`src/rtl/hsfd_pkg.sv`:
```
// Shared types, constants and CRC helper for the humidity sensor frame decoder.
`default_nettype none

package hsfd_pkg;

   typedef logic [2:0] hsfd_pos_type;

   // Byte positions within one six-byte frame
   localparam hsfd_pos_type POS_TEMP_HI = 3'd0;
   localparam hsfd_pos_type POS_TEMP_LO = 3'd1;
   localparam hsfd_pos_type POS_TEMP_CRC = 3'd2;
   localparam hsfd_pos_type POS_HUM_HI = 3'd3;
   localparam hsfd_pos_type POS_HUM_LO = 3'd4;
   localparam hsfd_pos_type POS_HUM_CRC = 3'd5;

   localparam logic [7:0] CRC_POLY = 8'h31;
   localparam logic [7:0] CRC_INIT = 8'hFF;

   localparam logic [10:0] OFFSET_RESET = 11'd400;
   localparam logic [14:0] TEMP_SCALE = 15'd17500;
   localparam logic [13:0] HUM_SCALE = 14'd10000;
   localparam logic signed [15:0] TEMP_BIAS = 16'sd4500;

   // Status bits
   localparam int STATUS_TEMP_BAD = 0;
   localparam int STATUS_HUM_BAD = 1;

   typedef struct packed {
      logic [7:0] rx_byte;
      logic       frame_start;
   } hsfd_req_type;

   typedef struct packed {
      logic signed [14:0] temperature_centi;
      logic [13:0]        humidity_centi;
      logic [1:0]         crc_status;
   } hsfd_rsp_type;

   // Completed raw frame handed from the assembler to the converter
   typedef struct packed {
      logic        valid;
      logic [15:0] temp_raw;
      logic [15:0] hum_raw;
      logic [1:0]  crc_status;
   } hsfd_frame_type;

   // CRC-8, MSB first, no reflection, no final xor
   function automatic logic [7:0] crc8_feed(input logic [7:0] crc, input logic [7:0] data);
      logic [7:0] c;
      c = crc ^ data;
      for (int k = 0; k < 8; k++) begin
         if (c[7]) begin
            c = {c[6:0], 1'b0} ^ CRC_POLY;
         end else begin
            c = {c[6:0], 1'b0};
         end
      end
      return c;
   endfunction

endpackage

`default_nettype wire

```
`src/rtl/humidity_sensor_frame_decoder.sv`:
```
// Top level of the humidity sensor frame decoder.
// Two register stages: the sixth byte's transfer loads the frame register, and the
// frame moves on into the result register when that register is empty or being drained.
// Throughput: one byte per cycle while req_stall is low; one result per six bytes.
// The frame register and the result register form a two-entry pipeline, so the
// input stalls only when both hold a frame and the result side stalls.
// Reset (synchronous, active high): position 0, CRC 0xFF, offset 400, no result.
`default_nettype none

module humidity_sensor_frame_decoder
   import hsfd_pkg::*;
(
   input  wire logic         clock,
   input  wire logic         reset,
   input  wire logic         req_valid,
   output logic              req_stall,
   input  wire hsfd_req_type req_data,
   output logic              rsp_valid,
   input  wire logic         rsp_stall,
   output hsfd_rsp_type      rsp_data,
   input  wire logic         csr_wr_en,
   input  wire logic [10:0]  csr_wr_data
);

   logic [10:0]    offset_ff;
   hsfd_frame_type frame;
   logic           rsp_free;
   logic           req_xfer;
   logic           rsp_xfer;
   logic           advance;

   // Offset register; the user must write it only while the block is idle (not enforced here)
   always_ff @(posedge clock) begin
      if (reset) begin
         offset_ff <= OFFSET_RESET;
      end else if (csr_wr_en) begin
         offset_ff <= csr_wr_data;
      end
   end

   // Result register can take a new value when empty or being drained
   assign rsp_xfer = rsp_valid & ~rsp_stall;
   assign rsp_free = ~rsp_valid | ~rsp_stall;

   // Advance a finished frame into the result register
   assign advance = frame.valid & rsp_free;

   // Hold bytes only when a finished frame cannot move on
   assign req_stall = frame.valid & ~rsp_free;
   assign req_xfer  = req_valid & ~req_stall;

   hsfd_frame u_frame (
      .clock  (clock),
      .reset  (reset),
      .accept (req_xfer),
      .item   (req_data),
      .drain  (advance),
      .frame  (frame)
   );

   hsfd_convert u_convert (
      .clock     (clock),
      .reset     (reset),
      .frame     (frame),
      .load      (advance),
      .unload    (rsp_xfer),
      .offset    (offset_ff),
      .rsp_valid (rsp_valid),
      .rsp_data  (rsp_data)
   );

endmodule

`default_nettype wire

```
`src/rtl/hsfd_frame.sv`:
```
// Frame assembler: byte position, running CRC and raw word capture.
`default_nettype none

module hsfd_frame
   import hsfd_pkg::*;
(
   input  wire logic           clock,
   input  wire logic           reset,
   input  wire logic           accept,
   input  wire hsfd_req_type   item,
   input  wire logic           drain,
   output hsfd_frame_type      frame
);

   hsfd_pos_type   pos_ff, pos_in;
   logic [7:0]     crc_ff, crc_in;
   logic [15:0]    temp_word_ff, temp_word_in;
   logic [15:0]    hum_word_ff, hum_word_in;
   logic           temp_good_ff, temp_good_in;
   hsfd_frame_type frame_ff, frame_in;

   hsfd_pos_type   pos;
   logic [7:0]     crc;
   logic [7:0]     crc_next;

   always_comb begin
      // Start mark or stray position restarts the frame
      if (item.frame_start || pos_ff > POS_HUM_CRC) begin
         pos = POS_TEMP_HI;
         crc = CRC_INIT;
      end else begin
         pos = pos_ff;
         crc = crc_ff;
      end
      crc_next = crc8_feed(crc, item.rx_byte);

      pos_in       = pos_ff;
      crc_in       = crc_ff;
      temp_word_in = temp_word_ff;
      hum_word_in  = hum_word_ff;
      temp_good_in = temp_good_ff;
      frame_in     = frame_ff;
      if (drain) begin
         frame_in.valid = 1'b0;
      end

      if (accept) begin
         pos_in = pos + 3'd1;
         case (pos)
            POS_TEMP_HI: begin
               crc_in       = crc8_feed(CRC_INIT, item.rx_byte);
               temp_word_in = {item.rx_byte, 8'h00};
            end
            POS_TEMP_LO: begin
               crc_in       = crc_next;
               temp_word_in = {temp_word_ff[15:8], item.rx_byte};
            end
            POS_TEMP_CRC: begin
               temp_good_in = (crc == item.rx_byte);
               crc_in       = CRC_INIT;
            end
            POS_HUM_HI: begin
               crc_in      = crc8_feed(CRC_INIT, item.rx_byte);
               hum_word_in = {item.rx_byte, 8'h00};
            end
            POS_HUM_LO: begin
               crc_in      = crc_next;
               hum_word_in = {hum_word_ff[15:8], item.rx_byte};
            end
            default: begin
               // Last byte: hand the frame on and wrap
               frame_in.valid                       = 1'b1;
               frame_in.temp_raw                    = temp_word_ff;
               frame_in.hum_raw                     = hum_word_ff;
               frame_in.crc_status[STATUS_TEMP_BAD] = ~temp_good_ff;
               frame_in.crc_status[STATUS_HUM_BAD]  = (crc != item.rx_byte);
               pos_in                               = POS_TEMP_HI;
               crc_in                               = CRC_INIT;
            end
         endcase
      end
   end

   always_ff @(posedge clock) begin
      if (reset) begin
         pos_ff         <= POS_TEMP_HI;
         crc_ff         <= CRC_INIT;
         temp_word_ff   <= 16'h0000;
         hum_word_ff    <= 16'h0000;
         temp_good_ff   <= 1'b0;
         frame_ff.valid <= 1'b0;
      end else begin
         pos_ff         <= pos_in;
         crc_ff         <= crc_in;
         temp_word_ff   <= temp_word_in;
         hum_word_ff    <= hum_word_in;
         temp_good_ff   <= temp_good_in;
         frame_ff       <= frame_in;
      end
   end

   assign frame = frame_ff;

endmodule

`default_nettype wire

```
`src/rtl/hsfd_convert.sv`:
```
// Converter: raw words to centi-units and the result register.
`default_nettype none

module hsfd_convert
   import hsfd_pkg::*;
(
   input  wire logic           clock,
   input  wire logic           reset,
   input  wire hsfd_frame_type frame,
   input  wire logic           load,
   input  wire logic           unload,
   input  wire logic [10:0]    offset,
   output logic                rsp_valid,
   output hsfd_rsp_type        rsp_data
);

   logic [30:0]        temp_prod;
   logic [29:0]        hum_prod;
   logic signed [15:0] temp_full;
   logic               valid_ff, valid_in;
   hsfd_rsp_type       data_ff, data_in;

   assign temp_prod = TEMP_SCALE * frame.temp_raw;
   assign hum_prod  = HUM_SCALE * frame.hum_raw;
   assign temp_full = $signed({1'b0, temp_prod[30:16]}) - TEMP_BIAS
                      - $signed({5'b00000, offset});

   always_comb begin
      valid_in = valid_ff;
      data_in  = data_ff;
      if (unload) begin
         valid_in = 1'b0;
      end
      if (load) begin
         valid_in                  = 1'b1;
         data_in.temperature_centi = temp_full[14:0];
         data_in.humidity_centi    = hum_prod[29:16];
         data_in.crc_status        = frame.crc_status;
      end
   end

   always_ff @(posedge clock) begin
      if (reset) begin
         valid_ff <= 1'b0;
      end else begin
         valid_ff <= valid_in;
      end
   end

   always_ff @(posedge clock) begin
      data_ff <= data_in;
   end

   assign rsp_valid = valid_ff;
   assign rsp_data  = data_ff;

endmodule

`default_nettype wire

```
`config.mk`:
```
export PLATFORM = sky130hd
export DESIGN_NAME = humidity_sensor_frame_decoder
export DESIGN_NICKNAME = d
export VERILOG_FILES = /design/src/rtl/hsfd_pkg.sv /design/src/rtl/humidity_sensor_frame_decoder.sv /design/src/rtl/hsfd_frame.sv /design/src/rtl/hsfd_convert.sv
export SDC_FILE = /design/constraint.sdc
export NUM_CORES = 1
export LEC_CHECK = 0
export BUFFER_PORTS_ARGS = -buffer_cell sky130_fd_sc_hd__buf_2
export CAP_MARGIN = 10
export CORE_ASPECT_RATIO = 1.5
export CORE_MARGIN = 3
export CORE_UTILIZATION = 50
export CTS_CLUSTER_DIAMETER = 150
export DETAILED_ROUTE_END_ITERATION = 6
export PLACE_DENSITY = 0.7
export SLEW_MARGIN = 20
export SYNTH_ARGS = -nofsm -noshare
export SYNTH_HDL_FRONTEND = slang
export SYNTH_HIERARCHICAL = 1
export SYNTH_SLANG_ARGS = --single-unit
```
`constraint.sdc`:
```
create_clock -name clock -period 6.5 [get_ports clock]
set_clock_uncertainty 0.2 [all_clocks]
set_input_delay 0.975 -clock clock [delete_from_list [all_inputs] [get_ports clock]]
set_output_delay 0.975 -clock clock [all_outputs]
set_load 0.01 [all_outputs]
```
==> impl_metrics.toml, run 1 <==
[logic_synthesis]
syn_avg_cell_area_sq_um = 10.34
synth-main-ff-cell = "edfxtp_1"
synth_nets = 1358
ys_types = 66
async_reset_ff_share_pct = 0
ys_seq_elements = 122
ys_warn_count = 6
netlist_area_sq_mm = 0.01097
syn_inst = 1061
synth_edf_count = 65
seq_area_frac_synth_pct = 28.20

[global_routing]
antenna_found_initial = 0
overflow = 0
grt_max_degree = 47
grt_pass1_wl_mm = 36.37
grt.total_usage_pct = 18.84
grt_pass1_vias = 7995

[clock_tree]
htree_levels = 4
path_clk_slew_ns = 0.06
cts_hold_buf = 0
worstSkewPairLatency_ns = 0.43
numCtsBuffers = 17
cts_tree = "yes"
root_buffer = "clkbuf_16"
clock_path_buffers = 2
cts_sinks = 122

[critical_path]
crit_path_start_kind = "register"
worstPathArrival_ns = 6.29
cp-end-kind = "register"
cp_data_required_time_ns = 6.48
path_class = "reg -> reg"
r2r_slack_ns = 0.18
path_max_fanout = 3

[routing]
routedWlPerCell_um = 15.06
drtIter0Drc = 300
drt-vias-per-instance = 5.246
final_antenna_net_count = 0
first_pass_iters = 5
num_vias = 7581
route.detailed.drc = 0
wirelength_mm = 21.76

[flow_run]
maxCapViolCount = 0

[cells_and_area]
drive_gt1_share_pct = 18.27
fill_cells = 1758
nets = 1461
n_antenna_cell = 0
final_cell_mix = "inv_1, ha_1, fa_1"
final_common_cell = "inv_1"
area.growth.synth_to_final_pct = 15.56
stdcell_count = 1445

[worst_hold_path]
hp-class = "reg -> reg"

[floorplan]
dieHeight_um = 187.4
die_w_um = 126.9
io_pins = 58
start_util_pct = 51.47
core-area_sq_mm = 0.02131
num_rows = 65
dieArea_sq_mm = 0.02379

[sta]
hold_viol_final = 0
min_period_ns = 6.319
max_clock_freq_mhz = 158.3
period_share_pct = 97.21
drv_slew = 0
worstMarginPinSlew_ns = 0.7033
setup_viol = 0
maxSlewHeadroom_pct = 52.89
setup_ws_ns = 0.1812

[place]
dp_slack_ns = -0.1331
placed_cells = 1402
hpwl_mm = 16.96
port_buffers = 57
place.gp.congestion = 0.8288

[power]
irDropWorstVdd_mv = 0.1865
leakagePower_uw = 0.006062
power_density_mw_per_mm2 = 234.3

[run_status]
outcome = "finished, final reports clean"
kinds of logic after synthesis:
group,count (synthesis),synth area share (%)
fa+ha+maj,272,36.44
buf+inv,224,8.042
compound gates,175,11.01
simple gates,172,7.677
flops,122,28.20
xor+xnor,70,6.251
mux,26,2.384
final timing paths:
check                                             start                endpoint  depth (start not counted)
worst max register to register        u_frame/frame[26]  u_convert/rsp_data[29]                         25
worst min register to register  u_frame/temp_word_ff[9]       u_frame/frame[27]                          0
worst max-delay path                  u_frame/frame[26]  u_convert/rsp_data[29]                         25
worst min-delay path            u_frame/temp_word_ff[9]       u_frame/frame[27]                          0
where the power goes:
| part | total [uW] | internal [uW] | switching (uW) |
|---|---|---|---|
| Clock | 869 | 494 | 376 |
| Combinational | 1200 | 568 | 630 |
| Sequential | 902 | 884 | 18.4 |
| Total | 2970 | 1950 | 1020 |
registers in the layout, summed over array words and instances (netlist names):
register,flops
u_frame/crc_ff,8
offset_ff,11
u_frame/temp_good_ff,1
u_convert/rsp_data,31
u_frame/temp_word_ff,16
u_frame/frame,35
u_frame/pos_ff,3
u_convert/rsp_valid,1
u_frame/hum_word_ff,16
worst max-delay path, cell delays in order, from the launching register on:
cell	delay, ns
edfxtp_1	0.42
ha_1	0.34
fa_1	0.48
ha_1	0.30
inv_2	0.04
fa_1	0.47
fa_1	0.54
inv_1	0.06
ha_4	0.25
a21oi_4	0.17
o21ai_4	0.09
a211oi_2	0.30
o21ai_2	0.12
a31oi_2	0.19
xor2_1	0.10
ha_1	0.28
inv_1	0.06
fa_2	0.40
a211oi_2	0.22
buf_4	0.15
o21ai_1	0.08
a31oi_2	0.22
nor2b_1	0.10
o211ai_1	0.19
nand4b_1	0.13
xor2_1	0.16
cell usage after synthesis, types with 4 or more instances:
master / n / share of area [%]
xor2_1: 29 / 2.3
ha_1: 193 / 22
a211oi_1: 10 / 0.68
xnor2_2: 6 / 0.89
inv_1: 197 / 6.7
a21oi_1: 49 / 2.2
a21o_1: 20 / 1.4
dfxtp_1: 57 / 10
o221ai_1: 5 / 0.40
o21a_1: 11 / 0.75
nand2b_1: 7 / 0.40
nand2_1: 32 / 1.1
clkbuf_1: 15 / 0.51
buf_2: 6 / 0.27
o21ai_0: 27 / 1.2
nor2_1: 59 / 2.0
a31oi_1: 7 / 0.40
buf_6: 4 / 0.41
or2_2: 4 / 0.23
nand4_1: 4 / 0.23
a211oi_2: 6 / 0.68
edfxtp_1: 65 / 18
o21bai_1: 6 / 0.41
nor3_1: 6 / 0.27
nor2b_1: 9 / 0.51
nand3_1: 25 / 1.1
and3_1: 4 / 0.23
xnor2_1: 33 / 2.6
fa_1: 79 / 14
a22o_1: 8 / 0.64
mux2i_1: 25 / 2.3
through the flow:
step / util [%] / instance area (sq um) / power [uW] / hold WS (ns) / setup TNS [ns]
after detailed placement: 55.30 / 11780 / 1978 / 0.2057 / -0.2009
after global placement: 55.30 / 11780 / 1948 / 0.2130 / 0
after global routing: 59.48 / 12670 / 3171 / 0.2473 / -0.2582
after floorplan: - / 10970 / 1679 / 0.2003 / 0
after CTS: 57.89 / 12330 / 2866 / 0.2349 / 0
final: 59.48 / 12670 / 2970 / 0.2345 / 0
layer usage:
metal  vias up  wire (um)  track usage (%)
met4         0        677            8.547
met2       138      11720            35.50
met3        39        568            2.743
met1      3598       8802            20.41
li1       3806          -                -
met5         -          0                0
layout make-up:
cell class / instances / area [sq um] / share of cell area, %
sequential: 122 / 3093 / 24.40
inverter: 197 / 739.5 / 5.834
multi-input combinational: 715 / 7277 / 57.41
tap: 268 / 335.3 / 2.646
timing repair buffer: 111 / 690.7 / 5.449
clock inverter: 14 / 110.1 / 0.8687
clock buffer: 18 / 429.2 / 3.386
what timing repair did:
| action | CTS | global route |
|---|---|---|
| pin swaps | 5 | 31 |
| resized for setup | 4 | 53 |
| buffers inserted | 1 | 10 |
| endpoints found under the setup margin | 5 | 6 |
(Power assumes the default switching activity.)
==> run 2, diff against run 1 <==
--- a/config.mk
+++ b/config.mk
@@ -12,7 +12,7 @@
 export CORE_UTILIZATION = 50
 export CTS_CLUSTER_DIAMETER = 150
 export DETAILED_ROUTE_END_ITERATION = 6
-export PLACE_DENSITY = 0.7
+export PLACE_DENSITY = 0.67
 export SLEW_MARGIN = 20
 export SYNTH_ARGS = -nofsm -noshare
 export SYNTH_HDL_FRONTEND = slang
==> constraint.sdc (replaced) <==
create_clock -name clock -period 8 [get_ports clock]
set_clock_uncertainty 0.2 [all_clocks]
set_input_delay 1.2 -clock clock [delete_from_list [all_inputs] [get_ports clock]]
set_output_delay 1.2 -clock clock [all_outputs]
set_load 0.01 [all_outputs]
==> run 2 against run 1 <==
  * Die area did not move
  * Maximum frequency down 11%
  * Worst setup slack gained 0.68 ns
  * Sequential power decreased by 19%
  * Critical path depth shrank 1
  * Flip-flop and latch count did not move
  * Utilization decreased by 2.9 points
  * First-iteration DRC count down 24%
  * Count of clock-buffer cells in the layout decreased by 1
  * Register-to-register slack better by 0.68 ns
  * Largest power group unchanged
==> impl_metrics.toml, run 2 (synthesized netlist as in run 1, its figures left out) <==
[run_status]
outcome = "finished, final reports clean"

[sta]
hold_viol_final = 0
period_share_pct = 89.19
setup_viol = 0
worstMarginPinSlew_ns = 0.8107
maxSlewHeadroom_pct = 45.70
max_clock_freq_mhz = 140.2
drv_slew = 0
rsz0062_at_grt = "no"
min_period_ns = 7.135
tns_ns = 0

[power]
power_density_mw_per_mm2 = 186.5
combPwrFrac_pct = 34.6
swShare_pct = 33.55
p_seq_share_pct = 32.7
intPower_uw = 1494
irDropWorstVdd_mv = 0.1534
p_sw_uw = 754.1
leakagePower_uw = 0.005812
power_frac_clock_pct = 32.7

[critical_path]
timing.rr.end = "u_convert/rsp_data[29]"
r2r_slack_ns = 0.86
critPathMaxStageDelay_ns = 0.54
slowest_stage = "fa_1"
path_max_fanout = 6
crit_path_start_kind = "register"
worstPathArrival_ns = 7.10
reg2reg_depth = 24
startpoint = "u_frame/frame[26]"
crit_chain = "ha_1, fa_1, ha_1, inv_1, fa_1, fa_1, inv_1, ha_1, a21oi_1, o21ai_0, a211oi_1, o21ai_0, a31oi_1, xor2_1, ha_1, inv_1, fa_1, a211oi_1, o21ai_0, a31oi_1, nor2b_1, o211ai_1, nand4b_1, xor2_1"
path_class = "reg -> reg"
cp_data_required_time_ns = 7.97
rr_startpoint = "u_frame/frame[26]"
cp-end-kind = "register"

[floorplan]
dieArea_sq_mm = 0.02379
core-area_sq_mm = 0.02131
start_util_pct = 51.47
io_pins = 58
num_rows = 65
dieHeight_um = 187.4
die_w_um = 126.9

[clock_tree]
clock_path_buffers = 2
cts_resized = 0
numCtsBuffers = 17
htree_levels = 4
cts_sinks = 122
root_buffer = "clkbuf_16"
worstSkewPairLatency_ns = 0.42
cts_tree = "yes"
cts_hold_buf = 0
path_clk_slew_ns = 0.06
cts_setup_buffers = 0

[cells_and_area]
nets = 1411
final_common_cell = "inv_1"
fill_cells = 1866
drive_gt1_share_pct = 10.83
n_antenna_cell = 0
final_cell_mix = "inv_1, ha_1, fa_1"
post-route-util_pct = 56.57
largest_reg_flops = 35
area.growth.synth_to_final_pct = 9.902

[routing]
route.detailed.drc = 0
final_antenna_net_count = 0
drt-vias-per-instance = 5.351
met2WireLength_mm = 11.80
drtIter0Drc = 228
dr_wl_met3_um = 686
routedWlPerCell_um = 15.60
first_pass_iters = 4
wirelength_mm = 21.76
routed.top_layer = "met4"
num_vias = 7465
wl_met1_mm = 8.608

[flow_run]
maxCapViolCount = 0

[place]
hpwl_mm = 17.34
port_buffers = 57
place.gp.congestion = 0.8521

[worst_hold_path]
hold_start = "u_frame/hum_word_ff[8]"
holdPathStages = 0
min_to = "u_frame/frame[10]"
hp-class = "reg -> reg"

[global_routing]
antenna_found_initial = 0
grt_pass1_vias = 7931
grt.total_usage_pct = 19.14
overflow = 0
grt_pass1_wl_mm = 36.70
grt_max_degree = 47
## run 2: changes by cell type in the layout (fill, tap and decap cells not counted), moves of 5 or more
cell / delta
ha_1: +12
buf_4: -50
o21ai_0: +9
a31oi_1: +5
a21oi_1: +6
ha_4: -8
a31oi_2: -5
## run 2: layer usage
metal | vias to the layer above | GRT usage [%]
met4 | 0 | 7.473
met1 | 3607 | 20.21
met2 | 121 | 36.64
li1 | 3701 | -
met5 | - | 0
met3 | 36 | 3.629
## run 2: stage by stage
| step | hold slack, ns | instances | setup WS, ns | power [uW] | instance area [sq um] |
|---|---|---|---|---|---|
| floorplan | 0.2003 | 1061 | 1.653 | 1364 | 10970 |
| global placement | 0.2121 | 1363 | 1.025 | 1511 | 11490 |
| detailed placement | 0.2174 | 1363 | 0.8744 | 1523 | 11490 |
| CTS | 0.2322 | 1395 | 0.8568 | 2272 | 12050 |
| global route | 0.2378 | 1395 | 0.4675 | 2410 | 12050 |
| finish | 0.2316 | 1395 | 0.8648 | 2248 | 12050 |
## run 2: final cells by class
| cell class | instances | area, sq um | area share, % |
|---|---|---|---|
| multi-input cells | 715 | 7007 | 58.13 |
| inverters | 197 | 739.5 | 6.135 |
| clock inverters | 15 | 138.9 | 1.152 |
| flip-flops and latches | 122 | 3093 | 25.66 |
| repair buffers | 61 | 315.3 | 2.616 |
| well taps | 268 | 335.3 | 2.782 |
| clock buffers | 17 | 425.4 | 3.529 |
## run 2: worst max-delay path: cells and delay by family (launching register included)
kind                     cells  cell delay [ns]
flip-flops                   1             0.52
adder cells (fa/ha/maj)      8             3.19
buffers and inverters        3             0.18
AO/OA/AOI/OAI                9             2.24
AND/OR/NAND/NOR              2             0.24
XOR/XNOR                     2             0.29
## run 2: worst max-delay path by stage
stage | to | slack, ns | cells after the start
after floorplan | u_convert/rsp_data[29] | 1.65 | 24
after global placement | u_convert/rsp_data[29] | 1.03 | 24
after detailed placement | u_convert/rsp_data[29] | 0.87 | 24
after CTS | u_convert/rsp_data[29] | 0.86 | 24
after global routing | u_convert/rsp_data[29] | 0.47 | 24
final | u_convert/rsp_data[29] | 0.86 | 24
## run 2: power groups by stage
stage	sequential, uW	combinational (uW)	clock (uW)
6_report	734	778	736
5_1_grt	737	892	781
4_1_cts	734	783	755
3_5_place_dp	747	776	0
3_3_place_gp	747	764	0
2_1_floorplan	749	615	0
==> run 3, diff against run 2 <==
--- a/config.mk
+++ b/config.mk
@@ -5,7 +5,7 @@
 export SDC_FILE = /design/constraint.sdc
 export NUM_CORES = 1
 export LEC_CHECK = 0
-export BUFFER_PORTS_ARGS = -buffer_cell sky130_fd_sc_hd__buf_2
+export BUFFER_PORTS_ARGS = -buffer_cell sky130_fd_sc_hd__buf_4
 export CAP_MARGIN = 10
 export CORE_ASPECT_RATIO = 1.5
 export CORE_MARGIN = 3
==> constraint.sdc (replaced) <==
create_clock -name clock -period 8 [get_ports clock]
set_clock_uncertainty 0.2 [all_clocks]
set_input_delay 1.6 -clock clock [delete_from_list [all_inputs] [get_ports clock]]
set_output_delay 1.6 -clock clock [all_outputs]
set_load 0.01 [all_outputs]
==> run 3 against run 2 <==
  * Register-to-register slack improved by 0.03 ns
  * Total power down 0.77%
  * Non-clock buffer count fell by 1
  * Sequential power about the same
  * Maximum frequency is 0.47% higher
  * Global-route usage up 0.27 points
==> impl_metrics.toml, run 3 (synthesized netlist as in run 1, its figures left out) <==
[floorplan]
num_rows = 65
io_pins = 58
start_util_pct = 51.47
dieHeight_um = 187.4
dieArea_sq_mm = 0.02379
core-area_sq_mm = 0.02131
die_w_um = 126.9

[sta]
rsz0062_at_grt = "no"
max_clock_freq_mhz = 140.8
period_share_pct = 88.77
min_period_ns = 7.102
tns_ns = 0
drv_slew = 0
hold_viol_final = 0
setup_viol = 0
worstMarginPinSlew_ns = 0.8194
setup_ws_ns = 0.8984
maxSlewHeadroom_pct = 45.04

[power]
p_seq_share_pct = 32.9
irDropWorstVdd_mv = 0.1537
leakagePower_uw = 0.005847
p_sw_uw = 745.8
power_density_mw_per_mm2 = 183.2
power.total_uw = 2231
power_frac_clock_pct = 31.7
combPwrFrac_pct = 35.4
swShare_pct = 33.44
intPower_uw = 1485

[place]
place.gp.congestion = 0.8369
port_buffers = 57
dp_slack_ns = 0.9050
hpwl_mm = 17.33
placed_area_sq_mm = 0.01162

[routing]
first_pass_iters = 4
num_vias = 7479
drtIter0Drc = 332
wirelength_mm = 21.82
final_antenna_net_count = 0
drt-vias-per-instance = 5.365
routedWlPerCell_um = 15.65
route.detailed.drc = 0

[critical_path]
worstPathArrival_ns = 7.07
crit_family = "adder cells"
slowest_stage = "fa_1"
cp-end-kind = "register"
path_class = "reg -> reg"
path_max_fanout = 6
rr_startpoint = "u_frame/frame[26]"
critPathMaxStageDelay_ns = 0.55
crit_path_start_kind = "register"
cp_num_buf_inv = 3
cp_data_required_time_ns = 7.97
crit_chain = "ha_1, fa_1, ha_1, inv_1, fa_1, fa_1, inv_1, ha_1, a21oi_1, o21ai_0, a211oi_1, o21ai_0, a31oi_1, xor2_1, ha_1, inv_1, fa_1, a211oi_1, o21ai_0, a31oi_1, nor2b_1, o211ai_1, nand4b_1, xor2_1"
startpoint = "u_frame/frame[26]"

[clock_tree]
htree_levels = 4
clock_path_buffers = 2
path_clk_slew_ns = 0.06
worstSkewPairLatency_ns = 0.42
cts_setup_buffers = 0
cts_resized = 0
numCtsBuffers = 17
cts_hold_buf = 0
cts_sinks = 122
root_buffer = "clkbuf_16"
cts_tree = "yes"

[global_routing]
overflow = 0
antenna_found_initial = 0
grt.total_usage_pct = 19.41
grt_pass1_wl_mm = 36.73
grt_pass1_vias = 7805
grt_max_degree = 47

[cells_and_area]
fill_cells = 1890
post-route-util_pct = 57.13
drive_gt1_share_pct = 10.66
nets = 1410
n_antenna_cell = 0
final_cell_mix = "inv_1, ha_1, fa_1"
multi_input_area_sq_mm = 0.007007
final_common_cell = "inv_1"
layout.area.seq_sq_mm = 0.003093
largest_reg_flops = 35
stdcell_area_sq_mm = 0.01217
area.growth.synth_to_final_pct = 10.99

[run_status]
outcome = "finished, final reports clean"

[flow_run]
maxCapViolCount = 0

[worst_hold_path]
hold_start = "u_frame/hum_word_ff[3]"
hp-class = "reg -> reg"
run 3: metrics by stage:
step           std cells  hold slack (ns)
4_1_cts             1394           0.2288
2_1_floorplan       1061           0.2003
3_3_place_gp        1362           0.2128
3_5_place_dp        1362           0.2081
6_report            1394           0.2290
5_1_grt             1394           0.2358
run 3: cell type report:
type | count | area share (%)
flip-flops and latches | 122 | 25.41
repair buffers | 60 | 3.700
clock inverters | 12 | 0.7503
clock buffers | 20 | 3.752
multi-input cells | 715 | 57.56
well taps | 268 | 2.755
inverters | 197 | 6.075
run 3: worst paths after layout:
kind | end | slack [ns] | cells after the start
worst max-delay path | u_convert/rsp_data[29] | 0.90 | 24
worst min-delay path | u_frame/frame[5] | 0.23 | 0
worst max register to register | u_convert/rsp_data[29] | 0.90 | 24
worst min register to register | u_frame/frame[5] | 0.23 | 0
run 3: worst register-to-register path, stage by stage (launching register included):
cell and delay [ns]:
edfxtp_1 0.51, ha_1 0.35, fa_1 0.46, ha_1 0.30
inv_1 0.07, fa_1 0.44, fa_1 0.55, inv_1 0.04
ha_1 0.31, a21oi_1 0.18, o21ai_0 0.12, a211oi_1 0.25
o21ai_0 0.15, a31oi_1 0.41, xor2_1 0.12, ha_1 0.29
inv_1 0.06, fa_1 0.47, a211oi_1 0.45, o21ai_0 0.20
a31oi_1 0.30, nor2b_1 0.11, o211ai_1 0.19, nand4b_1 0.13
xor2_1 0.17
run 3: power by group through the flow:
| stage | clock network (uW) | logic, uW | registers (uW) |
|---|---|---|---|
| global route | 748 | 905 | 737 |
| finish | 707 | 789 | 735 |
| CTS | 725 | 793 | 735 |
| global placement | 0 | 774 | 747 |
| detailed placement | 0 | 786 | 748 |
| floorplan | 0 | 615 | 749 |
run 3: metal layers:
| layer | global-route usage [%] | wire [um] | up-vias |
|---|---|---|---|
| met2 | 37.05 | 11990 | 122 |
| met5 | 0 | 0 | - |
| met4 | 8.547 | 622 | 0 |
| met3 | 2.657 | 610 | 32 |
| li1 | - | - | 3701 |
| met1 | 20.81 | 8594 | 3624 |
